File: src/rtl/core/lfp_pkg.sv
// Shared types and constants for the ranging sensor frame parser.
// No dependencies; every module of the parser imports this package.
package lfp_pkg;

    // Frame header byte, sent twice at the start of each frame.
    localparam logic [7:0] HDR_BYTE = 8'h59;

    // Body bytes per frame: six data bytes and one checksum byte.
    localparam int BODY_LEN  = 7;
    localparam int DATA_LEN  = 6;
    localparam int IDX_W     = $clog2(BODY_LEN);

    // Sync phase codes.
    localparam logic [1:0] PHASE_HUNT    = 2'd0;
    localparam logic [1:0] PHASE_CONFIRM = 2'd1;
    localparam logic [1:0] PHASE_BODY    = 2'd2;

    // Configuration register indexes and reset values.
    localparam int          CFG_W         = 15;
    localparam logic        REG_MIN_DIST  = 1'b0;
    localparam logic        REG_FALLBACK  = 1'b1;
    localparam logic [14:0] MIN_DIST_RST  = 15'd2;
    localparam logic [14:0] FALLBACK_RST  = 15'd1300;

    // Width of the temperature result.
    localparam int TEMP_W = 14;

    // Collected frame as seen by the result stage.
    typedef struct packed {
        logic               last;
        logic signed [15:0] dist_word;
        logic signed [15:0] strength;
        logic signed [15:0] temp_raw;
    } frame_t;

    // Configuration values handed to the result stage.
    typedef struct packed {
        logic [CFG_W-1:0] min_dist;
        logic [CFG_W-1:0] fallback;
    } cfg_t;

endpackage

File: src/rtl/core/lfp_cfg_regs.sv
// APB-style configuration registers of the frame parser.
// Depends on lfp_pkg for register indexes, widths and reset values.
module lfp_cfg_regs (
    input  logic          clk,
    input  logic          rst_n,
    input  logic          psel,
    input  logic          penable,
    input  logic          pwrite,
    input  logic [2:0]    paddr,
    input  logic [31:0]   pwdata,
    output logic [31:0]   prdata,
    output logic          pready,
    output lfp_pkg::cfg_t cfg
);
    import lfp_pkg::*;

    logic [CFG_W-1:0] min_dist_reg;
    logic [CFG_W-1:0] fallback_reg;
    logic             wr_en;
    logic             reg_sel;

    // The port never inserts wait states.
    assign pready  = 1'b1;
    assign wr_en   = psel && penable && pwrite;
    assign reg_sel = paddr[2];

    // Register writes; only the low fifteen data bits are kept.
    always_ff @(posedge clk or negedge rst_n)
    begin
        if (!rst_n)
        begin
            min_dist_reg <= MIN_DIST_RST;
            fallback_reg <= FALLBACK_RST;
        end
        else if (wr_en)
        begin
            if (reg_sel == REG_MIN_DIST)
            begin
                min_dist_reg <= pwdata[CFG_W-1:0];
            end
            else
            begin
                fallback_reg <= pwdata[CFG_W-1:0];
            end
        end
    end

    // Read data, zero extended.
    always_comb
    begin
        if (reg_sel == REG_FALLBACK)
        begin
            prdata = {{(32-CFG_W){1'b0}}, fallback_reg};
        end
        else
        begin
            prdata = {{(32-CFG_W){1'b0}}, min_dist_reg};
        end
    end

    assign cfg.min_dist = min_dist_reg;
    assign cfg.fallback = fallback_reg;

endmodule

File: src/rtl/core/lfp_frame_sync.sv
// Header hunt and body collection of the frame parser.
// Depends on lfp_pkg for the header byte, phase codes and the frame type.
module lfp_frame_sync (
    input  logic           clk,
    input  logic           rst_n,
    input  logic           accept,
    input  logic [7:0]     rx_byte,
    output lfp_pkg::frame_t frame
);
    import lfp_pkg::*;

    logic [1:0]       phase_reg;
    logic [1:0]       phase_next;
    logic [IDX_W-1:0] index_reg;
    logic [IDX_W-1:0] index_next;
    logic [7:0]       body_reg [DATA_LEN];
    logic             is_last;

    // The checksum byte is the last body byte of a frame.
    assign is_last = (phase_reg == PHASE_BODY) && (index_reg == IDX_W'(DATA_LEN));

    // Phase and body index transitions for one accepted byte.
    always_comb
    begin
        phase_next = phase_reg;
        index_next = index_reg;
        case (phase_reg)
            PHASE_CONFIRM:
            begin
                if (rx_byte == HDR_BYTE)
                begin
                    phase_next = PHASE_BODY;
                    index_next = '0;
                end
                else
                begin
                    phase_next = PHASE_HUNT;
                end
            end
            PHASE_BODY:
            begin
                if (is_last)
                begin
                    phase_next = PHASE_HUNT;
                    index_next = '0;
                end
                else
                begin
                    index_next = index_reg + IDX_W'(1);
                end
            end
            default:
            begin
                phase_next = (rx_byte == HDR_BYTE) ? PHASE_CONFIRM : PHASE_HUNT;
            end
        endcase
    end

    always_ff @(posedge clk or negedge rst_n)
    begin
        if (!rst_n)
        begin
            phase_reg <= PHASE_HUNT;
            index_reg <= '0;
        end
        else if (accept)
        begin
            phase_reg <= phase_next;
            index_reg <= index_next;
        end
    end

    // Data bytes are stored as they arrive; the checksum is dropped.
    always_ff @(posedge clk)
    begin
        if (accept && (phase_reg == PHASE_BODY) && !is_last)
        begin
            body_reg[index_reg] <= rx_byte;
        end
    end

    // Little-endian words from the stored bytes.
    assign frame.last      = is_last;
    assign frame.dist_word = $signed({body_reg[1], body_reg[0]});
    assign frame.strength  = $signed({body_reg[3], body_reg[2]});
    assign frame.temp_raw  = $signed({body_reg[5], body_reg[4]});

    // The body index only moves while a body is being collected.
    a_index_in_body: assert property (@(posedge clk) disable iff (!rst_n)
        (index_reg != '0) |-> (phase_reg == PHASE_BODY))
        else $error("body index nonzero outside body phase");

    a_index_range: assert property (@(posedge clk) disable iff (!rst_n)
        index_reg <= IDX_W'(DATA_LEN))
        else $error("body index past checksum byte");

    a_last_restarts: assert property (@(posedge clk) disable iff (!rst_n)
        (accept && is_last) |=> (phase_reg == PHASE_HUNT) && (index_reg == '0))
        else $error("hunt did not restart after checksum byte");

endmodule

File: src/rtl/core/lfp_result_reg.sv
// Result conversion and output register of the frame parser.
// Depends on lfp_pkg for the frame and configuration types.
module lfp_result_reg (
    input  logic                      clk,
    input  logic                      rst_n,
    input  logic                      load,
    input  lfp_pkg::frame_t           frame,
    input  lfp_pkg::cfg_t             cfg,
    input  logic                      res_ready,
    output logic                      res_valid,
    output logic signed [15:0]        distance_cm,
    output logic                      distance_replaced,
    output logic signed [15:0]        signal_strength,
    output logic signed [lfp_pkg::TEMP_W-1:0] temperature
);
    import lfp_pkg::*;

    logic                     valid_reg;
    logic signed [15:0]       dist_reg;
    logic                     repl_reg;
    logic signed [15:0]       str_reg;
    logic signed [TEMP_W-1:0] temp_reg;

    logic                     repl_next;
    logic signed [15:0]       dist_next;
    logic signed [16:0]       temp_adj;
    logic signed [TEMP_W-1:0] temp_quot;
    logic signed [TEMP_W-1:0] temp_next;

    // Fallback substitution for readings below the minimum distance.
    assign repl_next = frame.dist_word < $signed({1'b0, cfg.min_dist});
    assign dist_next = repl_next ? $signed({1'b0, cfg.fallback}) : frame.dist_word;

    // Divide by eight toward zero: bias negative words before the shift.
    assign temp_adj  = {frame.temp_raw[15], frame.temp_raw}
                     + $signed({14'd0, {3{frame.temp_raw[15]}}});
    assign temp_quot = temp_adj[16:3];
    assign temp_next = temp_quot - TEMP_W'(256);

    // Output valid: set by a new frame, cleared when the transaction completes.
    always_ff @(posedge clk or negedge rst_n)
    begin
        if (!rst_n)
        begin
            valid_reg <= 1'b0;
        end
        else if (load)
        begin
            valid_reg <= 1'b1;
        end
        else if (res_ready)
        begin
            valid_reg <= 1'b0;
        end
    end

    always_ff @(posedge clk)
    begin
        if (load)
        begin
            dist_reg <= dist_next;
            repl_reg <= repl_next;
            str_reg  <= frame.strength;
            temp_reg <= temp_next;
        end
    end

    assign res_valid         = valid_reg;
    assign distance_cm       = dist_reg;
    assign distance_replaced = repl_reg;
    assign signal_strength   = str_reg;
    assign temperature       = temp_reg;

    // A pending result is never overwritten.
    a_no_overwrite: assert property (@(posedge clk) disable iff (!rst_n)
        load |-> !(valid_reg && !res_ready))
        else $error("result overwritten before its transaction");

    // Loading only happens on the checksum byte of a frame.
    a_load_on_last: assert property (@(posedge clk) disable iff (!rst_n)
        load |-> frame.last)
        else $error("result loaded outside the last body byte");

    // A reading that is kept, not replaced, is never below the minimum distance it was tested against.
    a_kept_reading: assert property (@(posedge clk) disable iff (!rst_n)
        (load && !repl_next) |=> (distance_cm >= $signed({1'b0, $past(cfg.min_dist)})))
        else $error("reading below minimum passed through");

endmodule

File: src/rtl/core/lidar_frame_parser_unit.sv
// Top level of the ranging sensor frame parser.
// Depends on lfp_pkg, lfp_cfg_regs, lfp_frame_sync and lfp_result_reg.

// The parser takes one received serial byte per clock cycle while it is not
// stalled on a checksum byte. It hunts for the two header bytes 0x59 0x59,
// collects seven body bytes, and in the cycle after the checksum byte (ninth
// byte of a frame) is accepted presents a result: distance in centimeters
// (replaced by the fallback register when below the minimum register), the
// raw strength, and temperature as raw/8 truncated toward zero minus 256. The
// checksum is not verified. Each accepted byte moves the header/body
// sequencer by one step; one result register holds a finished frame, and only
// the checksum byte of the next frame waits while that result is still untaken.
// Registers: min_distance_cm at byte address 0, fallback_distance_cm at 4.
module lidar_frame_parser_unit (
    input  logic                      clk,
    input  logic                      rst_n,
    input  logic                      psel,
    input  logic                      penable,
    input  logic                      pwrite,
    input  logic [2:0]                paddr,
    input  logic [31:0]               pwdata,
    output logic [31:0]               prdata,
    output logic                      pready,
    input  logic                      rx_valid,
    output logic                      rx_ready,
    input  logic [7:0]                rx_byte,
    output logic                      res_valid,
    input  logic                      res_ready,
    output logic signed [15:0]        distance_cm,
    output logic                      distance_replaced,
    output logic signed [15:0]        signal_strength,
    output logic signed [lfp_pkg::TEMP_W-1:0] temperature
);
    import lfp_pkg::*;

    cfg_t   cfg;
    frame_t frame;
    logic   accept;
    logic   load;

    // Only the checksum byte produces a result, so only it waits on the output.
    assign rx_ready = !frame.last || !res_valid || res_ready;
    assign accept   = rx_valid && rx_ready;
    assign load     = accept && frame.last;

    lfp_cfg_regs u_cfg (
        .clk     (clk),
        .rst_n   (rst_n),
        .psel    (psel),
        .penable (penable),
        .pwrite  (pwrite),
        .paddr   (paddr),
        .pwdata  (pwdata),
        .prdata  (prdata),
        .pready  (pready),
        .cfg     (cfg)
    );

    lfp_frame_sync u_sync (
        .clk     (clk),
        .rst_n   (rst_n),
        .accept  (accept),
        .rx_byte (rx_byte),
        .frame   (frame)
    );

    lfp_result_reg u_result (
        .clk               (clk),
        .rst_n             (rst_n),
        .load              (load),
        .frame             (frame),
        .cfg               (cfg),
        .res_ready         (res_ready),
        .res_valid         (res_valid),
        .distance_cm       (distance_cm),
        .distance_replaced (distance_replaced),
        .signal_strength   (signal_strength),
        .temperature       (temperature)
    );

endmodule
File: config.mk
export PLATFORM = sky130hd
export DESIGN_NAME = lidar_frame_parser_unit
export DESIGN_NICKNAME = d
export VERILOG_FILES = /design/src/rtl/core/lfp_pkg.sv /design/src/rtl/core/lfp_cfg_regs.sv /design/src/rtl/core/lfp_frame_sync.sv /design/src/rtl/core/lfp_result_reg.sv /design/src/rtl/core/lidar_frame_parser_unit.sv
export SDC_FILE = /design/constraint.sdc
export NUM_CORES = 1
export LEC_CHECK = 0
export ABC_AREA = 1
export BUFFER_PORTS_ARGS = -buffer_cell sky130_fd_sc_hd__buf_2
export CORE_ASPECT_RATIO = 1.1
export CORE_UTILIZATION = 49
export CTS_CLUSTER_SIZE = 28
export DETAILED_ROUTE_END_ITERATION = 12
export PLACE_DENSITY = 0.77
export RECOVER_POWER = 50
export SLEW_MARGIN = 5
export SYNTH_ARGS = -nofsm -noshare
export SYNTH_HDL_FRONTEND = slang
export SYNTH_SLANG_ARGS = --single-unit
File: constraint.sdc
create_clock -name clk -period 2.4 [get_ports clk]
set_clock_uncertainty 0.05 [all_clocks]
set_input_delay 0.12 -clock clk [delete_from_list [all_inputs] [get_ports clk]]
set_output_delay 0.12 -clock clk [all_outputs]
set_load 0.01 [all_outputs]
==> flow_metrics.tcl <==
set metrics [dict create \
    multiInputGateArea_um2 1700 \
    clock-sinks 131 \
    post-route-drc-count 0 \
    floorplan.core_area_um2 11500 \
    grt_pass1_vias 4263 \
    max_slew.worst_pin.slew_ns 1.23 \
    fill_cells 893 \
    die_outline_height_um 116 \
    drt_first_pass_iters 6 \
    path_max_fanout 6 \
    power.static_leakage_nw 3.13 \
    maximum_vdd_drop_mv 0.565 \
    min-delay-start "rx_valid" \
    clk_root_buffer_cell "sky130_fd_sc_hd__clkbuf_16" \
    drive_above_1_share 0.160 \
    post-cts-setup-buffer-count 0 \
    numCtsBuffers 17 \
    synth_edf_count 95 \
    grt_pass1_wl_mm 20.2 \
    clock.fmax_ghz 0.460 \
    maxCapViolCount 0 \
    worst-endpoint-required_ns 2.52 \
    criticalPathCategory "flop to flop" \
    gp_congestion 0.850 \
    dr_total_vias 4334 \
    flip_flop_and_latch_count_after_synthesis 131 \
    global_route.usage.total 0.222 \
    clk_latency_ns 0.42 \
    timing.final.crit_period_ns 2.17 \
    final-setup-viol-count 0 \
    initial_core_util 0.504 \
    place_inst 789 \
    commonest_non_fill_non_tap_cell_in_the_layout "sky130_fd_sc_hd__nand2_1" \
    h-tree-depth 4 \
    total_switching_power_mw 1.34 \
    clkTransAtPathRegs_ns 0.06 \
    p_per_area_nw_per_um2 828 \
    intPower_mw 4.69 \
    final-max-slew-violation-count 0 \
    report.final.hold_viol_count 0 \
    wirelength_mm 13.0 \
    ys.flop_type "sky130_fd_sc_hd__edfxtp_1" \
    critical_path_arrival_ns 2.29 \
    r2r_end "u_result.temperature[12]" \
    min_delay_worst_endpoint "u_result.res_valid" \
    proportion_of_power_drawn_by_the_clock_network 0.478 \
    die_area_um2 12300 \
    core.rowCount 41 \
    rrSetupSlack_ns 0.23 \
    final_cell_mix "sky130_fd_sc_hd__nand2_1, sky130_fd_sc_hd__edfxtp_1, sky130_fd_sc_hd__inv_1" \
    min-delay-path-class "primary input to flop" \
    drt-wirelength-per-cell_um 15.4 \
    synthesis.yosys.warnings 0 \
    place.detailed.hpwl_mm 8.36 \
    globalRouteOverflowTotal 0 \
    drt_iter0_drc 398 \
    synthesis.area_per_instance_um2 10.7 \
    vias_per_cell 5.14 \
    seq_power_share 0.435 \
    endpoint_kind "flop" \
    clock_path_buffers 2 \
    insertedDiodeCount 0 \
    seqCellArea_um2 3760 \
    regToRegStartpoint "u_sync.body_reg[5][7]" \
    flip_flop_count_of_the_largest_register_after_layout 48 \
    sw_frac 0.223 \
    finish.instance_area_um2 7280 \
    finalNonFillerCells 843 \
    areaGrowthSynthToFinish_pct 25.1 \
    ys_types 31 \
    layout.core_utilization 0.630 \
    fin_nets 750 \
    grt_antenna_before_repair 0 \
    finalCritPeriodShare 0.906 \
    postPlaceCellArea_um2 6470 \
    timing.slew.headroom 0.183 \
    unrepaired_setup_endpoints_after_global_routing "false" \
    r2r_cells 10 \
    num_io_pins 132 \
    critical_path.startpoint_type "flop" \
    ant_nets 0 \
    fp.dieW_um 106 \
    whs_path_depth 5 \
    synth.yosys.seq_area_share 0.646 \
    numPortBuffers 94 \
    synthesis.instances 546 \
    cts_tree "yes" \
    power_frac_comb 0.087 \
    grt_max_degree 37 \
    outcome "finished, final reports clean" \
    totalNegativeSetupSlack_ns 0 \
    synth-async-reset-ratio 0.275 \
    mappedNetlistArea_um2 5820 \
]
## power by group through the flow
stage,clock [mW],sequential (mW),combinational [mW]
6_report,2.88,2.62,0.525
5_1_grt,2.99,2.63,0.594
4_1_cts,2.89,2.62,0.527
3_5_place_dp,0,2.66,0.485
3_3_place_gp,0,2.65,0.458
2_1_floorplan,0,2.64,0.329
## Yosys cell counts (2+ instances only)
cell type	instances	area (um^2)
sky130_fd_sc_hd__nand2_1	146	548
sky130_fd_sc_hd__a21oi_1	9	45.0
sky130_fd_sc_hd__conb_1	2	7.51
sky130_fd_sc_hd__nand2_2	8	50.1
sky130_fd_sc_hd__nor3_1	7	35.0
sky130_fd_sc_hd__nor2_1	23	86.3
sky130_fd_sc_hd__inv_2	4	15.0
sky130_fd_sc_hd__dfstp_2	5	131
sky130_fd_sc_hd__nand3b_1	3	22.5
sky130_fd_sc_hd__buf_4	19	143
sky130_fd_sc_hd__dfrtp_1	31	776
sky130_fd_sc_hd__clkbuf_1	9	33.8
sky130_fd_sc_hd__inv_1	58	218
sky130_fd_sc_hd__xor2_1	2	17.5
sky130_fd_sc_hd__or2_2	2	12.5
sky130_fd_sc_hd__xnor2_1	2	17.5
sky130_fd_sc_hd__edfxtp_1	95	2850
sky130_fd_sc_hd__nand3_1	31	155
sky130_fd_sc_hd__nor2_2	5	31.3
sky130_fd_sc_hd__nand4_1	7	43.8
sky130_fd_sc_hd__o21ai_0	49	245
sky130_fd_sc_hd__ha_1	20	250
## cell type report
type / count / share of cell area
clock inverter: 14 / 0.0322
timing repair buffer: 128 / 0.101
sequential: 131 / 0.517
inverter: 62 / 0.0325
tap: 150 / 0.0258
clock buffer: 18 / 0.0590
multi-input combinational: 340 / 0.233
## worst max-delay path: stages (launching register included)
cell	delay, ns
sky130_fd_sc_hd__edfxtp_1	0.50
sky130_fd_sc_hd__ha_1	0.37
sky130_fd_sc_hd__nand2_1	0.10
sky130_fd_sc_hd__o21ai_2	0.25
sky130_fd_sc_hd__nand3_1	0.14
sky130_fd_sc_hd__nand2_1	0.08
sky130_fd_sc_hd__nand2_1	0.07
sky130_fd_sc_hd__nor2_1	0.14
sky130_fd_sc_hd__nand2_1	0.09
sky130_fd_sc_hd__nand2_1	0.07
sky130_fd_sc_hd__nand2_1	0.05
## how the worst max path moves through the flow
stage	from	to	slack, ns	depth (start not counted)
finish	u_sync.body_reg[5][7]	u_result.temperature[12]	0.23	10
global placement	u_cfg.min_dist_reg[1]	u_result.distance_cm[7]	0.36	13
CTS	u_sync.body_reg[5][7]	u_result.temperature[12]	0.23	10
floorplan	u_sync.index_reg[0]	signal_strength[0]	0.09	9
detailed placement	u_sync.body_reg[5][7]	u_result.temperature[12]	0.25	10
global route	u_sync.body_reg[5][7]	u_result.temperature[12]	0.04	10
## layer usage
layer,track usage,up-vias,share of wire
li1,-,2060,-
met1,0.255,2058,0.39
met2,0.378,172,0.51
met3,0.0508,44,0.054
met4,0.144,0,0.040
met5,0,-,0
## cell families (layout without fill, tap and decap cells)
logic type                 count (synthesis)  after routing  synth area share
AOI/OAI and AO/OA                         61             61            0.0542
xor gates and xnor gates                   4              4           0.00602
adders and majority gates                 20             20            0.0430
buffers and inverters                     92            222            0.0729
DFF                                      131            131             0.646
muxes                                      1              1           0.00172
other                                      2             19           0.00129
and+or+nand+nor                          235            235             0.174
## repair_timing
action                                 4_1_cts  5_1_grt
resized for setup                            0        0
hold buffers                                22        0
endpoints found under the hold margin       92        0
## per-stage QoR
| step | total power [mW] | setup WS, ns | hold WS [ns] |
|---|---|---|---|
| after CTS | 6.04 | 0.234 | 0.00343 |
| final | 6.03 | 0.225 | 0.0682 |
| after detailed placement | 3.15 | 0.246 | 0.206 |
| after global routing | 6.22 | 0.0376 | 0.0827 |
| after global placement | 3.11 | 0.362 | 0.184 |
| after floorplan | 2.97 | 0.0909 | -0.226 |
No activity file was read; power rests on OpenSTA's default activity.
